## src/design/pre_pkg.sv

```systemverilog
// ----------------------------------------------------------------------------
// pre_pkg: shared types and constants of the page replacement engine
// frame/page geometry, policy and status codes, controller command struct
// ----------------------------------------------------------------------------
`default_nettype none
package pre_pkg;
  localparam int Frames = 16;
  localparam int Pages = 64;
  localparam int FrameW = 4;
  localparam int PageW = 7;
  localparam int CntW = 5;

  typedef enum logic [1:0] {
    POL_FIFO  = 2'd0,
    POL_LRU   = 2'd1,
    POL_CLOCK = 2'd2,
    POL_RSVD  = 2'd3
  } policy_t;

  typedef enum logic [1:0] {
    ST_HIT   = 2'd0,
    ST_FREE  = 2'd1,
    ST_EVICT = 2'd2,
    ST_INVAL = 2'd3
  } status_t;

  typedef enum logic [1:0] {
    REG_POLICY = 2'd0,
    REG_FRAMES = 2'd1,
    REG_PAGES  = 2'd2,
    REG_NONE   = 2'd3
  } reg_idx_t;

  typedef enum logic [2:0] {
    S_IDLE, S_LOOK, S_SCAN, S_SWEEP, S_COMMIT, S_OUT
  } state_t;

  typedef struct packed {
    logic load;      // capture page, classify
    logic scan_init; // start lru scan / clock sweep
    logic scan_step; // one frame per cycle
    logic commit;    // update tables
  } cmd_t;

  typedef struct packed {
    logic    invalid;
    logic    hit;
    logic    free_ok;
    policy_t pol;
    logic    scan_done;
  } sts_t;
endpackage
`default_nettype wire

```

## src/design/pre_if.sv

```systemverilog
// ----------------------------------------------------------------------------
// pre_if: valid/ready channel
// generic payload width, source and sink modports
// ----------------------------------------------------------------------------
`default_nettype none
interface pre_if #(parameter int W = 8);
  logic valid;
  logic ready;
  logic [W-1:0] data;
  modport source(output valid, output data, input ready);
  modport sink(input valid, input data, output ready);
endinterface
`default_nettype wire

```

## src/design/pre_ctrl.sv

```systemverilog
// ----------------------------------------------------------------------------
// pre_ctrl: controller of the page replacement engine
// sequences lookup, victim scan, commit and result handoff
// ----------------------------------------------------------------------------
`default_nettype none
module pre_ctrl (
  input  wire logic          clk,
  input  wire logic          rst_n,
  input  wire logic          in_fire,
  input  wire logic          out_free,
  input  wire pre_pkg::sts_t sts,
  output pre_pkg::cmd_t      cmd,
  output logic               busy,
  output logic               out_load
);
  pre_pkg::state_t state_r, state_nxt;

  always_ff @(posedge clk) begin
    if (!rst_n) state_r <= pre_pkg::S_IDLE;
    else state_r <= state_nxt;
  end

  always_comb begin
    state_nxt = state_r;
    unique case (state_r)
      pre_pkg::S_IDLE: if (in_fire) state_nxt = pre_pkg::S_LOOK;
      pre_pkg::S_LOOK: begin
        if (sts.invalid || sts.hit || sts.free_ok) state_nxt = pre_pkg::S_COMMIT;
        else if (sts.pol == pre_pkg::POL_LRU) state_nxt = pre_pkg::S_SCAN;
        else if (sts.pol == pre_pkg::POL_CLOCK) state_nxt = pre_pkg::S_SWEEP;
        else state_nxt = pre_pkg::S_COMMIT;
      end
      pre_pkg::S_SCAN, pre_pkg::S_SWEEP:
        if (sts.scan_done) state_nxt = pre_pkg::S_COMMIT;
      pre_pkg::S_COMMIT: state_nxt = pre_pkg::S_OUT;
      pre_pkg::S_OUT: if (out_free) state_nxt = pre_pkg::S_IDLE;
      default: state_nxt = pre_pkg::S_IDLE;
    endcase
  end

  always_comb begin
    cmd = '0;
    busy = 1'b1;
    out_load = 1'b0;
    unique case (state_r)
      pre_pkg::S_IDLE: begin
        busy = 1'b0;
        cmd.load = in_fire;
      end
      pre_pkg::S_LOOK: cmd.scan_init = 1'b1;
      pre_pkg::S_SCAN, pre_pkg::S_SWEEP: cmd.scan_step = 1'b1;
      pre_pkg::S_COMMIT: cmd.commit = 1'b1;
      pre_pkg::S_OUT: out_load = out_free;
      default: busy = 1'b1;
    endcase
  end
endmodule
`default_nettype wire

```

## src/design/pre_dp.sv

```systemverilog
// ----------------------------------------------------------------------------
// pre_dp: datapath of the page replacement engine
// page map memory, frame tables, victim scan and fault counter
// ----------------------------------------------------------------------------
`default_nettype none
module pre_dp (
  input  wire logic                          clk,
  input  wire logic                          rst_n,
  input  wire pre_pkg::cmd_t                 cmd,
  input  wire logic [7:0]                    in_page,
  input  wire logic                          cfg_en,
  input  wire logic [1:0]                    cfg_idx,
  input  wire logic [6:0]                    cfg_data,
  output pre_pkg::sts_t                      sts,
  output logic [1:0]                         res_status,
  output logic [pre_pkg::FrameW-1:0]         res_frame,
  output logic [pre_pkg::PageW-1:0]          res_evicted,
  output logic [15:0]                        res_faults
);
  localparam int FW = pre_pkg::FrameW;
  localparam int PW = pre_pkg::PageW;
  localparam int CW = pre_pkg::CntW;
  localparam int NF = pre_pkg::Frames;
  localparam int NP = pre_pkg::Pages;

  logic [1:0]  pol_r;
  logic [4:0]  nfr_r;
  logic [6:0]  npg_r;

  logic [NP-1:0]  res_r;                   // resident bits, reset clears
  logic [FW-1:0]  pfr_r [NP];              // page -> frame
  logic [PW-1:0]  own_r [NF];
  logic [NF-1:0]  ref_r;
  logic [FW-1:0]  rank_r [NF];
  logic [CW-1:0]  filled_r;
  logic [FW-1:0]  fifo_r, hand_r;
  logic [15:0]    faults_r;

  logic [7:0]     page_r;
  logic [PW-1:0]  pidx_r;
  logic           inval_r, hit_r;
  logic [FW-1:0]  hitfr_r;
  logic [CW-1:0]  limit_r;
  logic [FW-1:0]  vic_r, scan_r, best_r;
  logic [CW-1:0]  step_r;
  logic           done_r;

  logic [CW-1:0]  limit_c;
  logic [6:0]     maxp_c;
  logic [FW-1:0]  hnext_c, hcur_c, frame_c;
  logic           free_c;
  logic [5:0]     pslot_c;

  always_comb begin
    if (nfr_r == '0) limit_c = CW'(1);
    else if (nfr_r > CW'(NF)) limit_c = CW'(NF);
    else limit_c = nfr_r;
    maxp_c = (npg_r < 7'(NP)) ? npg_r : 7'(NP);
  end

  always_ff @(posedge clk) begin
    if (!rst_n) begin
      pol_r <= pre_pkg::POL_FIFO;
      nfr_r <= 5'd16;
      npg_r <= 7'd64;
    end else if (cfg_en) begin
      unique case (pre_pkg::reg_idx_t'(cfg_idx))
        pre_pkg::REG_POLICY: pol_r <= cfg_data[1:0];
        pre_pkg::REG_FRAMES: nfr_r <= cfg_data[4:0];
        pre_pkg::REG_PAGES:  npg_r <= cfg_data;
        default: ;
      endcase
    end
  end

  assign free_c = filled_r < limit_r;
  assign hcur_c = (scan_r + FW'(1) < FW'(limit_r) || CW'(scan_r) + CW'(1) < limit_r)
                  ? scan_r + FW'(1) : '0;
  assign hnext_c = (CW'(vic_r) + CW'(1) < limit_r) ? vic_r + FW'(1) : '0;
  assign pslot_c = 6'(in_page - 8'd1);

  always_comb begin
    if (hit_r) frame_c = hitfr_r;
    else if (free_c) frame_c = filled_r[FW-1:0];
    else frame_c = vic_r;
  end

  assign sts.invalid = inval_r;
  assign sts.hit = hit_r;
  assign sts.free_ok = free_c;
  assign sts.pol = pre_pkg::policy_t'(pol_r);
  assign sts.scan_done = done_r;

  // request capture and lookup
  always_ff @(posedge clk) begin
    if (cmd.load) begin
      page_r  <= in_page;
      pidx_r  <= PW'(in_page - 8'd1);
      inval_r <= (in_page == 8'd0) || (in_page > {1'b0, maxp_c});
      limit_r <= limit_c;
    end
    if (cmd.load) begin
      hit_r   <= res_r[pslot_c] && in_page != 8'd0
                 && in_page <= {1'b0, maxp_c};
      hitfr_r <= pfr_r[pslot_c];
    end
  end

  // victim selection: fifo picked directly, lru and clock one frame a cycle
  always_ff @(posedge clk) begin
    if (!rst_n) begin
      ref_r  <= '0;
      fifo_r <= '0;
      hand_r <= '0;
      done_r <= 1'b0;
    end else if (cmd.scan_init) begin
      done_r <= 1'b0;
      step_r <= CW'(1);
      best_r <= '0;
      if (pol_r == pre_pkg::POL_CLOCK)
        scan_r <= (CW'(hand_r) < limit_r) ? hand_r : '0;
      else begin
        scan_r <= '0;
        vic_r  <= (CW'(fifo_r) < limit_r) ? fifo_r : '0;
      end
      if (limit_r == CW'(1)) best_r <= '0;
    end else if (cmd.scan_step) begin
      if (pol_r == pre_pkg::POL_LRU) begin
        if (step_r >= limit_r) begin
          done_r <= 1'b1;
          vic_r  <= best_r;
        end else begin
          if (rank_r[step_r[FW-1:0]] > rank_r[best_r]) best_r <= step_r[FW-1:0];
          step_r <= step_r + CW'(1);
        end
      end else if (!done_r) begin
        if (ref_r[scan_r]) begin
          ref_r[scan_r] <= 1'b0;
          scan_r <= hcur_c;
        end else begin
          vic_r  <= scan_r;
          done_r <= 1'b1;
        end
      end
    end else if (cmd.commit && !inval_r) begin
      done_r <= 1'b0;
      if (hit_r) ref_r[hitfr_r] <= 1'b1;
      else begin
        ref_r[frame_c] <= 1'b0;
        if (!free_c) begin
          if (pol_r == pre_pkg::POL_CLOCK) hand_r <= hnext_c;
          else if (pol_r != pre_pkg::POL_LRU) fifo_r <= hnext_c;
        end
      end
    end else if (cmd.commit) done_r <= 1'b0;
  end

  // table update
  always_ff @(posedge clk) begin
    if (!rst_n) begin
      res_r    <= '0;
      filled_r <= '0;
      faults_r <= '0;
      for (int i = 0; i < NF; i++) rank_r[i] <= '0;
    end else if (cmd.commit && !inval_r) begin
      for (int i = 0; i < NF; i++) begin
        if (FW'(i) == frame_c) rank_r[i] <= '0;
        else if (CW'(i) < filled_r + CW'(!hit_r && free_c)) begin
          if (!hit_r && free_c) begin
            if (CW'(rank_r[i]) < filled_r + CW'(1)) rank_r[i] <= rank_r[i] + FW'(1);
          end else if (rank_r[i] < rank_r[frame_c]) rank_r[i] <= rank_r[i] + FW'(1);
        end
      end
      if (!hit_r) begin
        if (!free_c && own_r[frame_c] >= PW'(1) && own_r[frame_c] <= PW'(NP))
          res_r[6'(own_r[frame_c] - PW'(1))] <= 1'b0;
        res_r[pidx_r[5:0]] <= 1'b1;
        if (free_c) filled_r <= filled_r + CW'(1);
        if (faults_r != 16'hffff) faults_r <= faults_r + 16'd1;
      end
    end
  end

  always_ff @(posedge clk) begin
    if (cmd.commit && !inval_r && !hit_r) begin
      own_r[frame_c] <= page_r[PW-1:0];
      pfr_r[pidx_r[5:0]] <= frame_c;
    end
  end

  // result word, sampled at commit (fault count of this item included)
  always_ff @(posedge clk) begin
    if (cmd.commit) begin
      if (inval_r) begin
        res_status  <= pre_pkg::ST_INVAL;
        res_frame   <= '0;
        res_evicted <= '0;
        res_faults  <= faults_r;
      end else begin
        res_status  <= hit_r ? pre_pkg::ST_HIT : (free_c ? pre_pkg::ST_FREE : pre_pkg::ST_EVICT);
        res_frame   <= frame_c;
        res_evicted <= (hit_r || free_c) ? '0 : own_r[frame_c];
        res_faults  <= (hit_r || faults_r == 16'hffff) ? faults_r : faults_r + 16'd1;
      end
    end
  end
endmodule
`default_nettype wire

```

## src/design/page_replacement_engine.sv

```systemverilog
// ----------------------------------------------------------------------------
// page_replacement_engine: demand-paging frame allocator
// fifo, lru and clock second-chance victim choice over up to 16 frames
// ----------------------------------------------------------------------------
// sequence: page word taken in idle, then lookup, then for an lru or clock eviction a
//   victim scan, then commit to the tables and handoff to the output register;
//   lru scans each frame up to the frame limit, clock sweeps past set reference bits
// flow: one word in flight; next word taken the cycle after the result
//   enters the output register, which waits while the output is stalled
// reset: rst_n synchronous, clears resident bits, ranks, counters; registers to defaults
`default_nettype none
module page_replacement_engine (
  input  wire logic        clk,
  input  wire logic        rst_n,
  pre_if.sink              in_ch,
  pre_if.source            out_ch,
  input  wire logic        cfg_we,
  input  wire logic [1:0]  cfg_index,
  input  wire logic [6:0]  cfg_wdata
);
  pre_pkg::cmd_t cmd;
  pre_pkg::sts_t sts;
  logic busy, out_load, in_fire, out_free;
  logic [1:0]  r_status;
  logic [3:0]  r_frame;
  logic [6:0]  r_evict;
  logic [15:0] r_faults;
  logic        ovalid_r;
  logic [28:0] odata_r;

  assign in_ch.ready = !busy;
  assign in_fire = in_ch.valid && !busy;
  // output register frees when empty or being taken
  assign out_free = !ovalid_r || out_ch.ready;

  pre_ctrl u_ctrl (
    .clk, .rst_n, .in_fire, .out_free, .sts, .cmd, .busy, .out_load
  );

  pre_dp u_dp (
    .clk, .rst_n, .cmd,
    .in_page(in_ch.data),
    .cfg_en(cfg_we), .cfg_idx(cfg_index), .cfg_data(cfg_wdata),
    .sts,
    .res_status(r_status), .res_frame(r_frame),
    .res_evicted(r_evict), .res_faults(r_faults)
  );

  // output word: {status, frame_index, evicted_page, fault_total}
  always_ff @(posedge clk) begin
    if (!rst_n) ovalid_r <= 1'b0;
    else if (out_load) ovalid_r <= 1'b1;
    else if (out_ch.ready) ovalid_r <= 1'b0;
  end
  always_ff @(posedge clk) begin
    if (out_load) odata_r <= {r_status, r_frame, r_evict, r_faults};
  end

  assign out_ch.valid = ovalid_r;
  assign out_ch.data = odata_r;
endmodule
`default_nettype wire

```

## src/flat_wrapper.sv

```systemverilog
// flat-port wrapper written by rule: the top's interface ports become plain ports
module page_replacement_engine_flat 
  (clk, rst_n, cfg_we, cfg_index, cfg_wdata, in_ch_valid, in_ch_data, in_ch_ready, out_ch_valid, out_ch_data, out_ch_ready);
  pre_if #(.W(8)) in_ch_i ();
  pre_if #(.W(29)) out_ch_i ();
  input  wire logic clk;
  input  wire logic rst_n;
  input  wire logic cfg_we;
  input  wire logic [1:0] cfg_index;
  input  wire logic [6:0] cfg_wdata;
  input wire logic [$bits(in_ch_i.valid)-1:0] in_ch_valid;
  input wire logic [$bits(in_ch_i.data)-1:0] in_ch_data;
  output wire logic [$bits(in_ch_i.ready)-1:0] in_ch_ready;
  output wire logic [$bits(out_ch_i.valid)-1:0] out_ch_valid;
  output wire logic [$bits(out_ch_i.data)-1:0] out_ch_data;
  input wire logic [$bits(out_ch_i.ready)-1:0] out_ch_ready;
  assign in_ch_i.valid = in_ch_valid;
  assign in_ch_i.data = in_ch_data;
  assign in_ch_ready = in_ch_i.ready;
  assign out_ch_valid = out_ch_i.valid;
  assign out_ch_data = out_ch_i.data;
  assign out_ch_i.ready = out_ch_ready;
  page_replacement_engine u_core (.clk(clk), .rst_n(rst_n), .in_ch(in_ch_i), .out_ch(out_ch_i), .cfg_we(cfg_we), .cfg_index(cfg_index), .cfg_wdata(cfg_wdata));
endmodule
```

## config.mk

```make
export PLATFORM = sky130hd
export DESIGN_NAME = page_replacement_engine_flat
export DESIGN_NICKNAME = d
export VERILOG_FILES = /design/src/design/pre_pkg.sv /design/src/design/pre_if.sv /design/src/design/pre_ctrl.sv /design/src/design/pre_dp.sv /design/src/design/page_replacement_engine.sv /design/src/flat_wrapper.sv
export SDC_FILE = /design/constraint.sdc
export NUM_CORES = 1
export LEC_CHECK = 0
export BUFFER_PORTS_ARGS = -buffer_cell sky130_fd_sc_hd__buf_4
export CAP_MARGIN = 20
export CORE_MARGIN = 3
export CORE_UTILIZATION = 25
export CTS_CLUSTER_DIAMETER = 150
export DETAILED_ROUTE_END_ITERATION = 16
export GPL_TIMING_DRIVEN = 0
export HOLD_SLACK_MARGIN = 0.03
export PLACE_DENSITY_LB_ADDON = 0.15
export REMOVE_ABC_BUFFERS = 1
export SYNTH_ARGS = -nofsm -noshare
export SYNTH_HDL_FRONTEND = slang
export SYNTH_SLANG_ARGS = --single-unit
```

## constraint.sdc

```tcl
create_clock -name clk -period 12.8 [get_ports clk]
set_input_delay 0.64 -clock clk [delete_from_list [all_inputs] [get_ports clk]]
set_output_delay 0.64 -clock clk [all_outputs]
set_load 0.02 [all_outputs]
```

==> impl_metrics.prom <==
# TYPE chip_impl_metric gauge
chip_impl_metric{name="grt.total_usage",unit="%"} 14.8
chip_impl_metric{name="final_cell_area",unit="µm²"} 38700
chip_impl_metric{name="grt_util_met2",unit="%"} 24.2
chip_impl_metric{name="die_outline_area",unit="µm²"} 138000
chip_impl_metric{name="die_height",unit="µm"} 372
chip_impl_info{name="synth.most_common_cell",value="edfxtp_1"} 1
chip_impl_metric{name="post_dp_hpwl",unit="mm"} 73.5
chip_impl_metric{name="number_of_buffers_inserted_during_clock_tree_synthesis",unit=""} 77
chip_impl_info{name="synth.top_cells.by_count",value="edfxtp_1, nor2_1, nand2_1"} 1
chip_impl_info{name="synth_largest_area_cell",value="edfxtp_1"} 1
chip_impl_metric{name="fin_crit_sh",unit="%"} 61.8
chip_impl_metric{name="crit_fanout",unit=""} 74
chip_impl_info{name="grt_busiest_layer",value="met2"} 1
chip_impl_info{name="post_synth_main_area_contributors",value="edfxtp_1, mux4_2, dfxtp_1"} 1
chip_impl_metric{name="clk_pin_slew",unit="ns"} 0.06
chip_impl_metric{name="initial_utilization",unit="%"} 25.3
chip_impl_metric{name="ios",unit=""} 53
chip_impl_metric{name="route.antenna.remaining_nets",unit=""} 0
chip_impl_info{name="criticalPathCategory",value="reg2reg"} 1
chip_impl_info{name="cts_tree",value="yes"} 1
chip_impl_metric{name="grt_pass1_vias",unit=""} 22700
chip_impl_metric{name="worstPathRequired",unit="ns"} 13.28
chip_impl_metric{name="switchingPower",unit="mW"} 1.45
chip_impl_metric{name="utilization",unit="%"} 29.3
chip_impl_metric{name="power.clock.fraction",unit="%"} 39.5
chip_impl_metric{name="power.internal",unit="mW"} 3.90
chip_impl_metric{name="fill_cell_total_of_the_finished_layout",unit=""} 13400
chip_impl_metric{name="syn_avg_cell_area",unit="µm²"} 12.5
chip_impl_metric{name="slew_viol_final",unit=""} 0
chip_impl_info{name="timing.critical_path.from_type",value="flip-flop"} 1
chip_impl_metric{name="use_met3",unit="%"} 3.02
chip_impl_info{name="hold_path_class",value="in2reg"} 1
chip_impl_metric{name="drc_errors",unit=""} 0
chip_impl_metric{name="netlist_instances",unit=""} 2672
chip_impl_metric{name="hold_violations",unit=""} 0
chip_impl_metric{name="synth.ff_latch_count",unit=""} 667
chip_impl_metric{name="cap_violations",unit=""} 0
chip_impl_metric{name="worst_pin_slew",unit="ns"} 1.12
chip_impl_metric{name="place.gp.congestion",unit=""} 0.854
chip_impl_info{name="grt_setup_unrepaired",value="no"} 1
chip_impl_info{name="dominantRegCellSynth",value="edfxtp_1"} 1
chip_impl_metric{name="insertion_delay",unit="ns"} 0.66
chip_impl_metric{name="cts_hold_buf",unit=""} 0
chip_impl_metric{name="gr-usage-met1",unit="%"} 19.4
chip_impl_metric{name="worst_ep_arrival_time",unit="ns"} 8.39
chip_impl_metric{name="detailed_place.area",unit="µm²"} 36300
chip_impl_metric{name="floorplan.die.width",unit="µm"} 372
chip_impl_info{name="outcome",value="finished clean"} 1
chip_impl_metric{name="cts.sinks",unit=""} 667
chip_impl_metric{name="io_buffer_count",unit=""} 52
chip_impl_metric{name="layout-drive-gt1-share",unit="%"} 15.0
chip_impl_metric{name="coreArea",unit="µm²"} 132000
chip_impl_metric{name="synthesis.area",unit="µm²"} 33400
chip_impl_metric{name="maxClockFrequency",unit="GHz"} 0.126
chip_impl_metric{name="yosysWarningCount",unit=""} 0
chip_impl_metric{name="seqPwrFrac",unit="%"} 46.1
chip_impl_metric{name="antenna_cells_inserted",unit=""} 0
chip_impl_metric{name="dr_total_vias",unit=""} 22400
chip_impl_metric{name="cts_buffer_depth",unit=""} 3
chip_impl_metric{name="clock_skew",unit="ns"} 0.0347
chip_impl_metric{name="area_delta_synth_final",unit="%"} 15.7
chip_impl_metric{name="synth_async_sr_flop_share",unit="%"} 0
chip_impl_metric{name="layout.nets",unit=""} 2911
chip_impl_metric{name="fin_crit",unit="ns"} 7.91
chip_impl_metric{name="seq_area_frac_synth",unit="%"} 55.8
chip_impl_metric{name="total_power",unit="mW"} 5.35
chip_impl_metric{name="cts.repair_timing.setup_buffer_count",unit=""} 0
chip_impl_metric{name="peakVddDrop",unit="mV"} 0.100
chip_impl_metric{name="grt_overflow_total",unit=""} 0
chip_impl_metric{name="drt_first_iter_violations",unit=""} 1818
chip_impl_metric{name="timing.setup.tns",unit="ns"} 0
chip_impl_metric{name="clock_tree.htree_level_count",unit=""} 3
chip_impl_metric{name="p_sw_share",unit="%"} 27.1
chip_impl_metric{name="antenna_found_initial",unit=""} 3
chip_impl_metric{name="setup_viol",unit=""} 0
chip_impl_metric{name="num_rows",unit=""} 133
chip_impl_metric{name="totalWireLength",unit="mm"} 103
chip_impl_metric{name="synth_enable_flop_cells",unit=""} 531
chip_impl_info{name="setup.worst_path.end_class",value="flip-flop"} 1
chip_impl_metric{name="vias_per_cell",unit=""} 4.94
chip_impl_metric{name="synth_top_area_share",unit="%"} 47.7
chip_impl_metric{name="grt_start_max_net_pins",unit=""} 80
chip_impl_metric{name="power_leakage",unit="nW"} 13.4
chip_impl_metric{name="comb_power_share",unit="%"} 14.3
chip_impl_metric{name="relSlewSlack",unit="%"} 25.3
chip_impl_metric{name="routed_wire_length_per_instance",unit="µm"} 22.7
chip_impl_info{name="clock_tree.root_cell",value="clkbuf_16"} 1
chip_impl_metric{name="power_per_cell_area",unit="nW/µm²"} 138
chip_impl_metric{name="cts.repair.resized",unit=""} 0
chip_impl_metric{name="grt_pass1_wl",unit="mm"} 152
chip_impl_metric{name="synthDistinctLibCells",unit=""} 79
chip_impl_metric{name="detail_route.first_pass.iterations",unit=""} 5
[logic make-up after synthesis]
| kind of cell | count (synthesis) | synth area share, % |
|---|---|---|
| AOI/OAI and AO/OA | 516 | 9.90 |
| xor gates and xnor gates | 78 | 2.04 |
| adders and majority gates | 166 | 6.20 |
| buffers and inverters | 243 | 2.83 |
| DFF | 667 | 55.8 |
| muxes | 225 | 12.5 |
| and+or+nand+nor | 777 | 10.7 |
[cells in the final DEF, fill, tap and decap left out, types with 22 or more instances in the layout]
| cell | count |
|---|---|
| o21ai_0 | 121 |
| edfxtp_1 | 531 |
| o21a_1 | 45 |
| mux2i_1 | 62 |
| nor2_1 | 266 |
| a21oi_1 | 135 |
| nand3_1 | 66 |
| nand2b_1 | 35 |
| clkbuf_16 | 79 |
| nand2_1 | 213 |
| inv_1 | 103 |
| nor3_1 | 46 |
| clkbuf_1 | 22 |
| a31oi_1 | 49 |
| ha_1 | 164 |
| nor2b_1 | 31 |
| dfxtp_1 | 136 |
| xor2_1 | 37 |
| buf_4 | 71 |
| xnor2_1 | 36 |
| mux4_2 | 152 |
| and3_1 | 30 |
[metal layers]
layer	part of all wire, %	wire (µm)
met5	0	0
met4	3.3	3420
met3	5.4	5600
met2	47	48900
met1	44	45100
[metrics by stage]
stage / hold WS, ns / setup slack, ns / cells
3_5_place_dp: 0.405 / 4.95 / 4398
5_1_grt: 0.179 / 4.47 / 4536
4_1_cts: 0.172 / 4.87 / 4534
6_report: 0.228 / 4.89 / 4536
3_3_place_gp: 0.404 / -16.80 / 4347
2_1_floorplan: 0.400 / -4.20 / 2540
[worst paths after layout]
check,slack (ns),depth (start not counted),to,startpoint
worst max-delay path,4.89,18,u_core.u_dp.res_r[62],u_core.u_dp.filled_r[2]
worst min-delay path,0.23,1,u_core.u_dp.page_r[6],in_ch_data[6]
worst max register to register,4.89,18,u_core.u_dp.res_r[62],u_core.u_dp.filled_r[2]
worst min register to register,0.40,0,u_core.out_ch.data[15],u_core.u_dp.res_faults[15]
[critical path: stages, from the launching register on]
cell and delay (ns):
dfxtp_1 0.84, ha_1 0.37, and4_1 0.28, a221o_1 0.58
nor3_4 0.39, or2_2 0.87, inv_4 0.32, buf_16 0.32
mux2_4 0.35, a2111o_1 0.41, or4_4 0.57, clkinv_2 0.14
ha_1 0.36, inv_1 0.17, xnor2_1 0.43, buf_4 0.28
and3_1 0.39, and2_1 0.42, a311oi_1 0.16
[cell type report]
type	count	area (µm²)	area share, %
sequential	667	18700	48.2
multi-input combinational	1762	14000	36.0
tap	1755	2200	5.67
clock buffer	106	2130	5.50
timing repair buffer	105	1080	2.80
inverter	111	427	1.10
clock inverter	30	253	0.653
[state kept, by name, indices dropped and copies added, names as in the netlist, 6 cells and up, named ones only]
register / count
u_core.u_dp.res_r: 64
u_core.u_dp.res_evicted: 7
u_core.u_dp.faults_r: 16
u_core.u_dp.ref_r: 16
u_core.u_dp.rank_r: 64
u_core.u_dp.pidx_r: 6
u_core.u_dp.page_r: 7
u_core.out_ch.data: 29
u_core.u_dp.res_faults: 16
u_core.u_dp.own_r: 112
u_core.u_dp.pfr_r: 256
u_core.u_dp.npg_r: 7
[power by group through the flow]
stage               combinational [mW]  clock (mW)  sequential [mW]
floorplan                        0.464           0             2.49
global placement                 0.735           0             2.52
detailed placement               0.773           0             2.51
CTS                              0.775        2.18             2.47
global route                     0.836        2.27             2.47
finish                           0.766        2.11             2.47
No activity file was read; power rests on OpenSTA's default activity.
